## config.mk

```make
export PLATFORM = sky130hd
export DESIGN_NAME = masking_threshold_smr_core
export DESIGN_NICKNAME = d
export VERILOG_FILES = /design/src/hdl/mtsmr_pkg.sv /design/src/hdl/masking_threshold_smr_core.sv /design/src/hdl/mtsmr_queue.sv /design/src/hdl/mtsmr_front.sv /design/src/hdl/mtsmr_back.sv
export SDC_FILE = /design/constraint.sdc
export NUM_CORES = 2
export LEC_CHECK = 0
export ABC_AREA = 1
export BUFFER_PORTS_ARGS = -buffer_cell sky130_fd_sc_hd__buf_2
export CORE_UTILIZATION = 59
export CTS_BUF_LIST = sky130_fd_sc_hd__clkbuf_4
export DETAILED_ROUTE_END_ITERATION = 7
export HOLD_SLACK_MARGIN = 0.12
export PLACE_DENSITY = 0.81
export SLEW_MARGIN = 10
export SYNTH_ARGS = -nofsm -noshare
export SYNTH_HDL_FRONTEND = slang
export SYNTH_SLANG_ARGS = --single-unit
```

## constraint.sdc

```tcl
create_clock -name clock -period 19.5 [get_ports clock]
set_input_delay 4.875 -clock clock [delete_from_list [all_inputs] [get_ports clock]]
set_output_delay 4.875 -clock clock [all_outputs]
set_load 0.1 [all_outputs]
```

## src/hdl/mtsmr_pkg.sv

```systemverilog
// Shared types, constants and log-add arithmetic for the signal-to-mask ratio block.
package mtsmr_pkg;

   localparam int MAX_MASKERS     = 4;
   localparam int BANDS_DEFAULT   = 32;
   localparam int MASKERS_DEFAULT = 4;
   localparam int QUEUE_DEPTH     = 2;

   localparam logic signed [15:0] DB_M100 = -16'sd25600;
   localparam logic signed [17:0] DB_M120 = -18'sd30720;
   localparam logic signed [17:0] AUD_BIAS = 18'sd2560;
   localparam logic signed [17:0] AUD_SPAN = 18'sd5120;
   localparam logic [10:0] AUD_ONE  = 11'd1024;
   localparam logic [10:0] AUD_HALF = 11'd512;
   // Reciprocal of five in Q16; exact for the numerator range in use.
   localparam logic [13:0] RECIP_FIVE = 14'd13108;

   localparam logic CSR_OFFSET = 1'b0;
   localparam logic CSR_ENABLE = 1'b1;

   localparam logic [9:0] LOGADD_TAB [33] = '{
      10'd771, 10'd650, 10'd544, 10'd452, 10'd373, 10'd305, 10'd249, 10'd202, 10'd164,
      10'd132, 10'd106, 10'd85, 10'd68, 10'd54, 10'd43, 10'd35, 10'd28, 10'd22,
      10'd17, 10'd14, 10'd11, 10'd9, 10'd7, 10'd6, 10'd4, 10'd4, 10'd3, 10'd2,
      10'd2, 10'd1, 10'd1, 10'd1, 10'd1
   };

   typedef struct packed {
      logic                              last;
      logic signed [15:0]                target;
      logic [MAX_MASKERS-1:0][15:0]      th;
      logic [MAX_MASKERS-1:0]            en;
      logic signed [2:0]                 dom;
   } mid_type;

   typedef struct packed {
      logic signed [15:0]                comb;
      logic signed [15:0]                smr;
      logic [10:0]                       aud;
      logic signed [2:0]                 dom;
      logic [MAX_MASKERS-1:0][15:0]      th;
      logic                              frame_done;
      logic [10:0]                       overall;
      logic [5:0]                        critical;
   } rsp_type;

   function automatic logic signed [15:0] sat16(input logic signed [17:0] v);
      logic signed [15:0] r;
      if (v > 18'sd32767) begin
         r = 16'sh7FFF;
      end else if (v < -18'sd32768) begin
         r = 16'sh8000;
      end else begin
         r = v[15:0];
      end
      return r;
   endfunction

   // Power-domain sum of two dB values with an interpolated correction term.
   function automatic logic signed [17:0] log_add(input logic signed [17:0] a,
                                                  input logic signed [17:0] b);
      logic signed [17:0] hi;
      logic signed [17:0] lo;
      logic [18:0]        d;
      logic [4:0]         idx;
      logic [9:0]         t0;
      logic [9:0]         t1;
      logic [17:0]        prod;
      logic [9:0]         f;
      hi   = (a > b) ? a : b;
      lo   = (a > b) ? b : a;
      d    = 19'($signed({hi[17], hi}) - $signed({lo[17], lo}));
      idx  = d[12:8];
      t0   = LOGADD_TAB[idx];
      t1   = LOGADD_TAB[6'(idx) + 6'd1];
      prod = 18'(t0 - t1) * 18'(d[7:0]);
      f    = (d[18:13] == 6'd0) ? 10'(t0 - 10'(prod[17:8])) : 10'd0;
      return hi + $signed({8'd0, f});
   endfunction

endpackage

```

## src/hdl/masking_threshold_smr_core.sv

```systemverilog
// Top level of the per-band signal-to-mask ratio block.
//
// Input bands are pushed through req_push while req_full is low; one band may be
// transferred every cycle. Results appear in band order on the rsp_ ports while
// rsp_empty is low and leave with rsp_pop. A transferred band is written into the
// front queue, then passes one log-add stage per masker, one for the ratio, one
// for audibility and the frame totals, and then the result queue. Sustained
// throughput is one band per cycle while the receiver keeps popping, set by the
// one-masker-per-stage log-add pipeline.
// When the receiver stops popping, the result queue fills, the back end holds,
// the front queue fills and req_full rises; nothing is dropped.
// The band numbered NUM_BANDS-1 carries the frame mean audibility and critical
// band count, after which the totals restart from zero.
// The csr_ port writes the offset (index 0) and masker enable bits (index 1);
// write it only while the block is idle. Reset empties both queues, clears the
// frame totals and sets both registers to zero.
module masking_threshold_smr_core import mtsmr_pkg::*; #(
   parameter int NUM_BANDS   = BANDS_DEFAULT,
   parameter int NUM_MASKERS = MASKERS_DEFAULT
) (
   input  logic               clock,
   input  logic               reset,
   input  logic               req_push,
   output logic               req_full,
   input  logic [4:0]         req_band_index,
   input  logic signed [15:0] req_target_db,
   input  logic signed [15:0] req_masker_level_0,
   input  logic signed [15:0] req_masker_level_1,
   input  logic signed [15:0] req_masker_level_2,
   input  logic signed [15:0] req_masker_level_3,
   output logic               rsp_empty,
   input  logic               rsp_pop,
   output logic signed [15:0] rsp_combined_threshold_db,
   output logic signed [15:0] rsp_smr_db,
   output logic [10:0]        rsp_audibility,
   output logic signed [2:0]  rsp_dominant_masker,
   output logic signed [15:0] rsp_masker_threshold_0,
   output logic signed [15:0] rsp_masker_threshold_1,
   output logic signed [15:0] rsp_masker_threshold_2,
   output logic signed [15:0] rsp_masker_threshold_3,
   output logic               rsp_frame_done,
   output logic [10:0]        rsp_overall_audibility,
   output logic [5:0]         rsp_critical_band_count,
   input  logic               csr_we,
   input  logic               csr_index,
   input  logic [15:0]        csr_wdata
);

   logic signed [15:0]           offset_ff;
   logic [MAX_MASKERS-1:0]       enable_ff;
   logic [MAX_MASKERS-1:0][15:0] levels;
   logic                         mid_valid, mid_pop;
   mid_type                      mid_data;
   logic                         rsp_push, out_full;
   rsp_type                      back_data, out_data;

   always_ff @(posedge clock) begin
      if (reset) begin
         offset_ff <= '0;
         enable_ff <= '0;
      end else if (csr_we) begin
         case (csr_index)
            CSR_OFFSET: offset_ff <= csr_wdata;
            CSR_ENABLE: enable_ff <= csr_wdata[MAX_MASKERS-1:0];
            default: ;
         endcase
      end
   end

   assign levels = {req_masker_level_3, req_masker_level_2,
                    req_masker_level_1, req_masker_level_0};

   mtsmr_front #(.NUM_BANDS(NUM_BANDS), .NUM_MASKERS(NUM_MASKERS)) u_front (
      .clock       (clock),
      .reset       (reset),
      .push        (req_push),
      .full        (req_full),
      .band_index  (req_band_index),
      .target_db   (req_target_db),
      .levels      (levels),
      .offset_db   (offset_ff),
      .enable_mask (enable_ff),
      .mid_valid   (mid_valid),
      .mid_pop     (mid_pop),
      .mid_data    (mid_data)
   );

   mtsmr_back #(.NUM_BANDS(NUM_BANDS), .NUM_MASKERS(NUM_MASKERS)) u_back (
      .clock     (clock),
      .reset     (reset),
      .mid_valid (mid_valid),
      .mid_data  (mid_data),
      .mid_pop   (mid_pop),
      .rsp_push  (rsp_push),
      .rsp_data  (back_data),
      .rsp_full  (out_full)
   );

   mtsmr_queue #(.DEPTH(QUEUE_DEPTH), .T(rsp_type)) u_rsp_queue (
      .clock     (clock),
      .reset     (reset),
      .push      (rsp_push),
      .push_data (back_data),
      .full      (out_full),
      .pop       (rsp_pop),
      .pop_data  (out_data),
      .empty     (rsp_empty)
   );

   assign rsp_combined_threshold_db = out_data.comb;
   assign rsp_smr_db                = out_data.smr;
   assign rsp_audibility            = out_data.aud;
   assign rsp_dominant_masker       = out_data.dom;
   assign rsp_masker_threshold_0    = out_data.th[0];
   assign rsp_masker_threshold_1    = out_data.th[1];
   assign rsp_masker_threshold_2    = out_data.th[2];
   assign rsp_masker_threshold_3    = out_data.th[3];
   assign rsp_frame_done            = out_data.frame_done;
   assign rsp_overall_audibility    = out_data.overall;
   assign rsp_critical_band_count   = out_data.critical;

   a_reset_empties: assert property (@(posedge clock)
      reset |=> rsp_empty && !req_full)
      else $error("queues not empty after reset");

   a_summary_only_on_last: assert property (@(posedge clock) disable iff (reset)
      !rsp_empty && !rsp_frame_done |->
         rsp_overall_audibility == '0 && rsp_critical_band_count == '0)
      else $error("frame summary on an ordinary band");

   a_audibility_range: assert property (@(posedge clock) disable iff (reset)
      !rsp_empty |-> rsp_audibility <= AUD_ONE && rsp_overall_audibility <= AUD_ONE)
      else $error("audibility above one");

   a_full_blocks_back: assert property (@(posedge clock) disable iff (reset)
      out_full && !rsp_pop |=> $stable(out_data))
      else $error("result queue head changed while stalled");

endmodule

```

## src/hdl/mtsmr_queue.sv

```systemverilog
// Small first-in first-out queue used between the front, the back and the result port.
module mtsmr_queue import mtsmr_pkg::*; #(
   parameter int  DEPTH = QUEUE_DEPTH,
   parameter type T     = mid_type
) (
   input  logic clock,
   input  logic reset,
   input  logic push,
   input  T     push_data,
   output logic full,
   input  logic pop,
   output T     pop_data,
   output logic empty
);

   localparam int PW = (DEPTH > 1) ? $clog2(DEPTH) : 1;
   localparam int CW = $clog2(DEPTH + 1);

   T                mem [DEPTH];
   logic [PW-1:0]   wr_ptr_ff, wr_ptr_in;
   logic [PW-1:0]   rd_ptr_ff, rd_ptr_in;
   logic [CW-1:0]   count_ff, count_in;
   logic            do_push, do_pop;

   assign full     = (count_ff == CW'(DEPTH));
   assign empty    = (count_ff == '0);
   assign do_push  = push && !full;
   assign do_pop   = pop && !empty;
   assign pop_data = mem[rd_ptr_ff];

   always_comb begin
      wr_ptr_in = wr_ptr_ff;
      rd_ptr_in = rd_ptr_ff;
      count_in  = count_ff;
      if (do_push) begin
         wr_ptr_in = (wr_ptr_ff == PW'(DEPTH - 1)) ? '0 : wr_ptr_ff + 1'b1;
      end
      if (do_pop) begin
         rd_ptr_in = (rd_ptr_ff == PW'(DEPTH - 1)) ? '0 : rd_ptr_ff + 1'b1;
      end
      if (do_push && !do_pop) begin
         count_in = count_ff + 1'b1;
      end else if (do_pop && !do_push) begin
         count_in = count_ff - 1'b1;
      end
   end

   always_ff @(posedge clock) begin
      if (reset) begin
         wr_ptr_ff <= '0;
         rd_ptr_ff <= '0;
         count_ff  <= '0;
      end else begin
         wr_ptr_ff <= wr_ptr_in;
         rd_ptr_ff <= rd_ptr_in;
         count_ff  <= count_in;
      end
   end

   always_ff @(posedge clock) begin
      if (do_push) begin
         mem[wr_ptr_ff] <= push_data;
      end
   end

endmodule

```

## src/hdl/mtsmr_front.sv

```systemverilog
// Front end: derives masker thresholds and the dominant masker, then queues the band.
module mtsmr_front import mtsmr_pkg::*; #(
   parameter int NUM_BANDS   = BANDS_DEFAULT,
   parameter int NUM_MASKERS = MASKERS_DEFAULT
) (
   input  logic                         clock,
   input  logic                         reset,
   input  logic                         push,
   output logic                         full,
   input  logic [4:0]                   band_index,
   input  logic signed [15:0]           target_db,
   input  logic [MAX_MASKERS-1:0][15:0] levels,
   input  logic signed [15:0]           offset_db,
   input  logic [MAX_MASKERS-1:0]       enable_mask,
   output logic                         mid_valid,
   input  logic                         mid_pop,
   output mid_type                      mid_data
);

   mid_type            entry;
   logic               mid_empty;
   logic signed [15:0] best;
   logic signed [15:0] th;

   always_comb begin
      entry        = '0;
      entry.last   = (band_index == 5'(NUM_BANDS - 1));
      entry.target = target_db;
      entry.dom    = -3'sd1;
      best         = DB_M100;
      th           = DB_M100;
      for (int m = 0; m < MAX_MASKERS; m++) begin
         if (m < NUM_MASKERS && enable_mask[m]) begin
            th = sat16(18'($signed(levels[m])) - 18'(offset_db));
            entry.en[m] = 1'b1;
         end else begin
            th = DB_M100;
         end
         entry.th[m] = th;
         // Strictly louder wins, so the lowest index keeps a tie.
         if (entry.en[m] && th > best) begin
            best      = th;
            entry.dom = 3'(m);
         end
      end
   end

   mtsmr_queue #(.DEPTH(QUEUE_DEPTH), .T(mid_type)) u_mid_queue (
      .clock     (clock),
      .reset     (reset),
      .push      (push),
      .push_data (entry),
      .full      (full),
      .pop       (mid_pop),
      .pop_data  (mid_data),
      .empty     (mid_empty)
   );

   assign mid_valid = !mid_empty;

endmodule

```

## src/hdl/mtsmr_back.sv

```systemverilog
// Back end: log-add pipeline, ratio and audibility, frame totals and result queue feed.
module mtsmr_back import mtsmr_pkg::*; #(
   parameter int NUM_BANDS   = BANDS_DEFAULT,
   parameter int NUM_MASKERS = MASKERS_DEFAULT
) (
   input  logic    clock,
   input  logic    reset,
   input  logic    mid_valid,
   input  mid_type mid_data,
   output logic    mid_pop,
   output logic    rsp_push,
   output rsp_type rsp_data,
   input  logic    rsp_full
);

   localparam int RS = 22;
   localparam logic [22:0] RECIP_BANDS = 23'(((2 ** RS) + NUM_BANDS - 1) / NUM_BANDS);

   typedef struct packed {
      mid_type            item;
      logic signed [17:0] acc;
      logic               have;
   } lane_type;

   typedef struct packed {
      logic                         last;
      logic [MAX_MASKERS-1:0][15:0] th;
      logic signed [2:0]            dom;
      logic signed [15:0]           comb;
      logic signed [15:0]           smr;
   } ratio_type;

   typedef struct packed {
      ratio_type   r;
      logic [10:0] aud;
      logic [15:0] sum;
      logic [5:0]  crit;
   } aud_type;

   logic                   en;
   lane_type               lg_ff [NUM_MASKERS];
   lane_type               lg_in [NUM_MASKERS];
   logic [NUM_MASKERS-1:0] lg_vld_ff, lg_vld_in;
   ratio_type              cs_ff, cs_in;
   logic                   cs_vld_ff;
   aud_type                ad_ff, ad_in;
   logic                   ad_vld_ff;
   logic [15:0]            sum_ff, sum_in;
   logic [5:0]             crit_ff, crit_in;
   logic signed [17:0]     num;
   logic [26:0]            aud_prod;
   logic [16:0]            sum_wide;
   logic [38:0]            mean_prod;
   logic [16:0]            mean;

   // The whole back end moves together and holds while the result queue is full.
   assign en      = !rsp_full;
   assign mid_pop = en && mid_valid;

   for (genvar k = 0; k < NUM_MASKERS; k++) begin : g_lane
      lane_type src;
      if (k == 0) begin : g_seed
         always_comb begin
            src      = '0;
            src.item = mid_data;
         end
         assign lg_vld_in[k] = mid_valid;
      end else begin : g_chain
         assign src          = lg_ff[k-1];
         assign lg_vld_in[k] = lg_vld_ff[k-1];
      end

      always_comb begin
         lg_in[k] = src;
         if (src.item.en[k]) begin
            lg_in[k].acc  = src.have ? log_add(src.acc, 18'($signed(src.item.th[k])))
                                     : 18'($signed(src.item.th[k]));
            lg_in[k].have = 1'b1;
         end
      end

      always_ff @(posedge clock) begin
         if (en) begin
            lg_ff[k] <= lg_in[k];
         end
      end
   end

   always_comb begin
      cs_in.last = lg_ff[NUM_MASKERS-1].item.last;
      cs_in.th   = lg_ff[NUM_MASKERS-1].item.th;
      cs_in.dom  = lg_ff[NUM_MASKERS-1].item.dom;
      if (!lg_ff[NUM_MASKERS-1].have || lg_ff[NUM_MASKERS-1].acc <= DB_M120) begin
         cs_in.comb = DB_M100;
      end else begin
         cs_in.comb = sat16(lg_ff[NUM_MASKERS-1].acc);
      end
      cs_in.smr = sat16(18'(lg_ff[NUM_MASKERS-1].item.target) - 18'(cs_in.comb));
   end

   always_comb begin
      num      = 18'(cs_ff.smr) + AUD_BIAS;
      aud_prod = 27'(num[12:0]) * 27'(RECIP_FIVE);
      ad_in.r  = cs_ff;
      if (num <= 18'sd0) begin
         ad_in.aud = '0;
      end else if (num >= AUD_SPAN) begin
         ad_in.aud = AUD_ONE;
      end else begin
         ad_in.aud = aud_prod[26:16];
      end
      sum_wide  = 17'(sum_ff) + 17'(ad_in.aud);
      ad_in.sum = sum_wide[16] ? 16'hFFFF : sum_wide[15:0];
      ad_in.crit = (ad_in.aud < AUD_HALF && crit_ff != 6'h3F) ? crit_ff + 1'b1 : crit_ff;
      sum_in  = sum_ff;
      crit_in = crit_ff;
      if (en && cs_vld_ff) begin
         sum_in  = cs_ff.last ? '0 : ad_in.sum;
         crit_in = cs_ff.last ? '0 : ad_in.crit;
      end
   end

   always_ff @(posedge clock) begin
      if (reset) begin
         lg_vld_ff <= '0;
         cs_vld_ff <= 1'b0;
         ad_vld_ff <= 1'b0;
         sum_ff    <= '0;
         crit_ff   <= '0;
      end else begin
         sum_ff  <= sum_in;
         crit_ff <= crit_in;
         if (en) begin
            lg_vld_ff <= lg_vld_in;
            cs_vld_ff <= lg_vld_ff[NUM_MASKERS-1];
            ad_vld_ff <= cs_vld_ff;
         end
      end
   end

   always_ff @(posedge clock) begin
      if (en) begin
         cs_ff <= cs_in;
         ad_ff <= ad_in;
      end
   end

   always_comb begin
      mean_prod           = 39'(ad_ff.sum) * 39'(RECIP_BANDS);
      mean                = mean_prod[38:RS];
      rsp_data.comb       = ad_ff.r.comb;
      rsp_data.smr        = ad_ff.r.smr;
      rsp_data.aud        = ad_ff.aud;
      rsp_data.dom        = ad_ff.r.dom;
      rsp_data.th         = ad_ff.r.th;
      rsp_data.frame_done = ad_ff.r.last;
      rsp_data.overall    = '0;
      rsp_data.critical   = '0;
      if (ad_ff.r.last) begin
         rsp_data.overall  = (mean > 17'(AUD_ONE)) ? AUD_ONE : mean[10:0];
         rsp_data.critical = ad_ff.crit;
      end
   end

   assign rsp_push = en && ad_vld_ff;

endmodule
```

[Word level (Yosys, flattened, before mapping)]
Memory sizes are Yosys's and may differ from the RTL's. A register that Yosys moved wholly into a read port is not among the register bits.
Cells that the tools add are included.
W data, S select, Z words.
Storage, ports and cells
  bits in registers: 289
  latch bits: 0
  memory bits (writable): 860
  bits in read-only memories: 3840
  output and inout bits: 130
  logic and storage cells: 232
  memories kept: 9
Memory list
  (no name shown): words 64, width 10, read ports 1, clocked after Yosys merged registers in 0, wr ports 0, RTL line mtsmr_pkg.sv:75  | t1 = LOGADD_TAB[6'(idx) + 6'd1];
  (no name shown): words 64, width 10, read ports 1, clocked after Yosys merged registers in 0, wr ports 0, RTL line mtsmr_pkg.sv:74  | t0 = LOGADD_TAB[idx];
  (no name shown): words 64, width 10, read ports 1, clocked after Yosys merged registers in 0, wr ports 0, RTL line mtsmr_pkg.sv:75
  (no name shown): words 64, width 10, read ports 1, clocked after Yosys merged registers in 0, wr ports 0, RTL line mtsmr_pkg.sv:74
  (no name shown): words 64, width 10, read ports 1, clocked after Yosys merged registers in 0, wr ports 0, RTL line mtsmr_pkg.sv:74
  (no name shown): words 64, width 10, read ports 1, clocked after Yosys merged registers in 0, wr ports 0, RTL line mtsmr_pkg.sv:75
  +3 memories
Cells by class
  $add $sub $neg: 31
  multiply operators: 4
  div/mod/pow operators: 0
  $lt $le $gt $ge: 30
  equality and inequality tests: 4
  shift-type cells: 0
  mux-type cells: 80
  bitwise gates (word level): 7
  reduce and logical (&&, ||, !) cells: 35
Operator list (number)
  $mux W16: 21
  $mux W18: 9
  $mux W10: 15
  $gt A18 B16 Y1 const B: 6
  $lt A18 B16 Y1 const B: 6
  $sub A16 B16 Y17: 5
  $mux W19: 4
  $sub A18 B18 Y19: 3
  $add A18 B11 Y18: 3
  $gt A18 B16 Y1: 3
  $mul A18 B8 Y18: 3
  $gt A16 B16 Y1: 3
  $mux W11: 3
  $sub A10 B10 Y11: 3
  $sub A10 B10 Y10: 3
  $mul A13 B12 Y25 const B: 1
  $ge A6 B7 Y1 const B: 3
  $ge A7 B7 Y1 const B: 3
  $not A6 Y7: 3
  $add A5 B1 Y6 const B: 3
  $ge A18 B14 Y1 const B: 1
  $le A18 B1 Y1 const B: 1
  $le A18 B16 Y1 const B: 1
  $logic_not A6 Y1: 3
  other kinds (25): 82

[Depth between registers and ports, before layout]
  word-level depth: 17
  depth in mapped cells: 93
  gate-level depth less buffers: 91

[Modules after synthesis]
A second synthesis with hierarchy kept.
Second synthesis, totals
  cells, all modules: 6927
  area total of the unflattened synthesis: 70353.7 um^2
Modules (own cells, without submodules)
  mtsmr_back: instances 1, cells an instance 5076, area each 47590.6 um^2, sequential area each 19899.1 um^2
  mtsmr_queue (u_rsp_queue): instances 1, cells an instance 435, area each 9549.2 um^2, sequential area each 7787.5 um^2
  mtsmr_queue (u_front.u_mid_queue): instances 1, cells an instance 311, area each 6668.9 um^2, sequential area each 5385.2 um^2
  mtsmr_front: instances 1, cells an instance 983, area each 5647.9 um^2, sequential area each 0.0 um^2
  masking_threshold_smr_core: instances 1, cells an instance 122, area each 897.1 um^2, sequential area each 400.4 um^2

[Least setup slack after synthesis]
OpenSTA, ideal clock, no wires.
  kind: reg-to-reg
  start point: register u_rsp_queue.count_ff[0]
  end point: memory u_rsp_queue.mem[1][0] (netlist bit) (enable)
  library setup time: 617 ps
  data arrival time: 19992 ps
  setup slack: -1110 ps
  cell stages (with the launch flop): 5
  path buffers: 0
  cell sequence: dfxtp_1 -> nor2_1 -> inv_1 -> nand2_1 -> nor2_1
On the way
  cells in the longest elaborated chain, start to end: 6
Ends and longest elaborated chain
  start: declaration: RTL line mtsmr_queue.sv:22  | logic [CW-1:0] count_ff, count_in;
  start signal: assignment: RTL line mtsmr_queue.sv:56  | count_ff <= count_in;
  $eq A2 B2 Y1 *: RTL line mtsmr_queue.sv:25  | assign full = (count_ff == CW'(DEPTH));
  $logic_not A1 Y1 *: RTL line mtsmr_queue.sv:27, mtsmr_back.sv:57
  $logic_and A1 B1 Y1: RTL line mtsmr_back.sv:165  | assign rsp_push = en && ad_vld_ff;
  $logic_and A1 B1 Y1 *: RTL line mtsmr_queue.sv:27  | assign do_push = push && !full;
  $mux W1 *: RTL line mtsmr_queue.sv:61  | if (do_push) begin
  $mux W1 (not written as such) *: RTL line mtsmr_queue.sv:62  | mem[wr_ptr_ff] <= push_data;
  end: declaration: RTL line mtsmr_queue.sv:19  | T mem [DEPTH];
Every way passes the cells marked *; elsewhere a longest branch is shown, timed or not.

==> flow_metrics.env <==
export IMPL_syn_area_sq_um=68500
export IMPL_start_kind="flip-flop"
export IMPL_syn_to_final_growth_pct=9.49
export IMPL_dieArea_sq_um=118000
export IMPL_required_ns=20.42
export IMPL_synth_common_cells="nand2_1, edfxtp_1, inv_1"
export IMPL_max_freq_mhz=68.1
export IMPL_yosysTopAreaCellShare_pct=47.1
export IMPL_fin_nets=8010
export IMPL_gr_usage_met3_pct=3.39
export IMPL_io_pins=237
export IMPL_min_period_ns=14.69
export IMPL_htree_levels=5
export IMPL_r2r_start="u_back.lg_ff[2][89]"
export IMPL_grt_pass1_vias=48774
export IMPL_synth_area_leader_cell="edfxtp_1"
export IMPL_coreArea_sq_um=115000
export IMPL_drtIter0Drc=4328
export IMPL_cts_tree="done"
export IMPL_drc=0
export IMPL_clk_latency_ns=1.13
export IMPL_syn_avg_cell_area_sq_um=10.2
export IMPL_grt_max_degree=190
export IMPL_ant_nets=0
export IMPL_antenna_found_initial=4
export IMPL_cpPeakStageDelay_ns=0.53
export IMPL_drive_above_1_share_pct=15.2
export IMPL_path_max_fanout=35
export IMPL_stdcell_count=8880
export IMPL_r2r_end="u_back.lg_ff[3][18]"
export IMPL_hpwlAfterDp_um=122000
export IMPL_fp_dieW_um=343
export IMPL_port_buffer_count=236
export IMPL_die_h_um=343
export IMPL_post_route_util_pct=65.4
export IMPL_crit_arrival_ns=15.61
export IMPL_hp_class="flip-flop to flip-flop"
export IMPL_rows=124
export IMPL_routed_wl_um=162000
export IMPL_fin_crit_sh_pct=75.3
export IMPL_synth_cell_types=65
export IMPL_gp_congestion=0.948
export IMPL_crit_top_cell="nand2_1"
export IMPL_viasPerCell=5.54
export IMPL_track_usage_pct=27.7
export IMPL_crit_type="flip-flop to flip-flop"
export IMPL_grt_pass1_wl_um=254000
export IMPL_postCtsSetupBuffers=0
export IMPL_tightest_slew_ns=1.19
export IMPL_drv_slew=0
export IMPL_grt_use_met1_pct=36.5
export IMPL_syn_inst=6707
export IMPL_clkSinkCount=1134
export IMPL_synthArstFlopShare_pct=0
export IMPL_critical_path_slowest_cell="fa_1"
export IMPL_cts_resized=0
export IMPL_hold_end="u_back.lg_ff[1][68]"
export IMPL_ys_seq_area_share_pct=48.8
export IMPL_initial_core_util_pct=59.7
export IMPL_synth_area_leaders="edfxtp_1, ha_1, fa_1"
export IMPL_avgRoutedWirePerCell_um=18.2
export IMPL_rrSetupSlack_ns=4.81
export IMPL_met2_usage_pct=47.4
export IMPL_timing_setup_tns_ns=0
export IMPL_min_path_cells=0
export IMPL_synth_nets=7558
export IMPL_cts_root_buffer="clkbuf_4"
export IMPL_ys_flop_type="edfxtp_1"
export IMPL_status="completed"
export IMPL_grt_overflow=0
export IMPL_synth_edf_count=1076
export IMPL_rsz0062_at_grt="false"
export IMPL_ys_ff_latch=1134
export IMPL_setup_viol=0
export IMPL_rr_worst_depth=73
export IMPL_placed_cells=8371
export IMPL_critPathCaptureType="flip-flop"
export IMPL_timing_hold_ws_ns=0.355
export IMPL_hold_viol_final=0
export IMPL_clock_skew_final_ns=0.0994
export IMPL_clock_path_buffers=4
export IMPL_hold_buffers=0
export IMPL_first_pass_iters=6
export IMPL_max_cap_violations=0
export IMPL_path_clk_slew_ns=0.07
export IMPL_maxSlewHeadroom_pct=19.5
export IMPL_busiest_layer="met2"
export IMPL_synth_most_common_cell="nand2_1"
export IMPL_hp_start="u_back.lg_ff[0][68]"
export IMPL_cts_buffers=298
export IMPL_ys_warn_count=0
export IMPL_vias=49205
worst max-delay path by stage:
stage / to / from / slack (ns) / cells past startpoint
3_3_place_gp: u_front.u_mid_queue.mem[0][2] / req_masker_level_0[0] / 4.58 / 59
6_report: u_back.lg_ff[3][18] / u_back.lg_ff[2][89] / 4.81 / 73
2_1_floorplan: u_rsp_queue.mem[1][0] / u_rsp_queue.count_ff[0] / 5.90 / 4
4_1_cts: u_back.lg_ff[3][18] / u_back.lg_ff[2][89] / 5.01 / 73
3_5_place_dp: u_front.u_mid_queue.mem[0][1] / req_masker_level_0[0] / 4.54 / 55
5_1_grt: u_back.lg_ff[2][15] / u_back.lg_ff[1][67] / 3.57 / 83
logic make-up after synthesis:
kind of cell    after synthesis  share of synthesized area, %
compound gates              935                          7.63
xor+xnor                    205                          2.62
fa+ha+maj                   744                          16.5
buf+inv                    1165                          6.61
flops                      1134                          48.8
mux                         202                          3.31
simple gates               2322                          14.5
through the flow:
stage | worst slack [ns] | cell area, sq um
after floorplan | 5.90 | 68500
final | 4.81 | 75000
after detailed placement | 4.54 | 71300
after CTS | 5.01 | 75000
after global routing | 3.57 | 75000
after global placement | 4.58 | 71300
critical path: cells and delay by family, from the launching register on:
kind | cells | cell delay (ns)
compound gates | 17 | 3.44
simple gates | 32 | 4.30
fa+ha+maj | 12 | 4.64
buf+inv | 10 | 1.08
xor+xnor | 2 | 0.62
flops | 1 | 0.44
layout make-up:
| cell class | instances | area, sq um |
|---|---|---|
| clock inverters | 70 | 487 |
| fillers | 8920 | 39800 |
| flip-flops and latches | 1134 | 33500 |
| multi-input cells | 4408 | 30600 |
| clock buffers | 433 | 3250 |
| inverters | 1057 | 3980 |
| diodes | 6 | 15.0 |
| well taps | 1512 | 1890 |
| repair buffers | 260 | 1370 |
layer usage:
layer,vias to the layer above,part of all wire [%]
li1,23617,-
met3,300,6.0
met1,23533,42
met5,-,0.0074
met4,2,2.5
met2,1753,50
state kept, by name, summed over array words and instances (netlist names), 4 cells and up, named ones only:
register,flops
enable_ff,4
offset_ff,16
u_back.ad_ff,17
u_back.ad_in,100
u_back.crit_ff,6
u_back.lg_ff,416
u_back.lg_vld_ff,4
u_back.rsp_data,111
u_back.sum_ff,16
u_front.u_mid_queue.mem,176
u_rsp_queue.mem,256
cells in the final DEF, fill, tap and decap left out, types with 15 or more instances in the layout:
master | netlist | layout
a211oi_1 | 28 | 28
o21ai_0 | 308 | 308
inv_2 | 17 | 21
ha_1 | 482 | 482
o21bai_1 | 31 | 31
a21o_1 | 22 | 22
clkbuf_4 | 0 | 433
buf_2 | 9 | 236
nand4_1 | 55 | 55
nor3_1 | 40 | 40
o21ai_1 | 29 | 28
nor2_4 | 11 | 15
nand2_1 | 1235 | 1235
clkinv_1 | 4 | 55
edfxtp_1 | 1076 | 1076
xor2_1 | 159 | 159
or2_2 | 33 | 33
inv_1 | 1034 | 1033
mux2_2 | 200 | 200
nand3_1 | 266 | 266
a21oi_1 | 399 | 399
fa_1 | 262 | 262
buf_4 | 10 | 23
nand2_2 | 70 | 70
xnor2_1 | 46 | 46
dfxtp_1 | 58 | 56
nor2_1 | 529 | 525
Power is not shown: default switching activity piles up to over one toggle a cycle in this logic, so the estimate is an artifact.
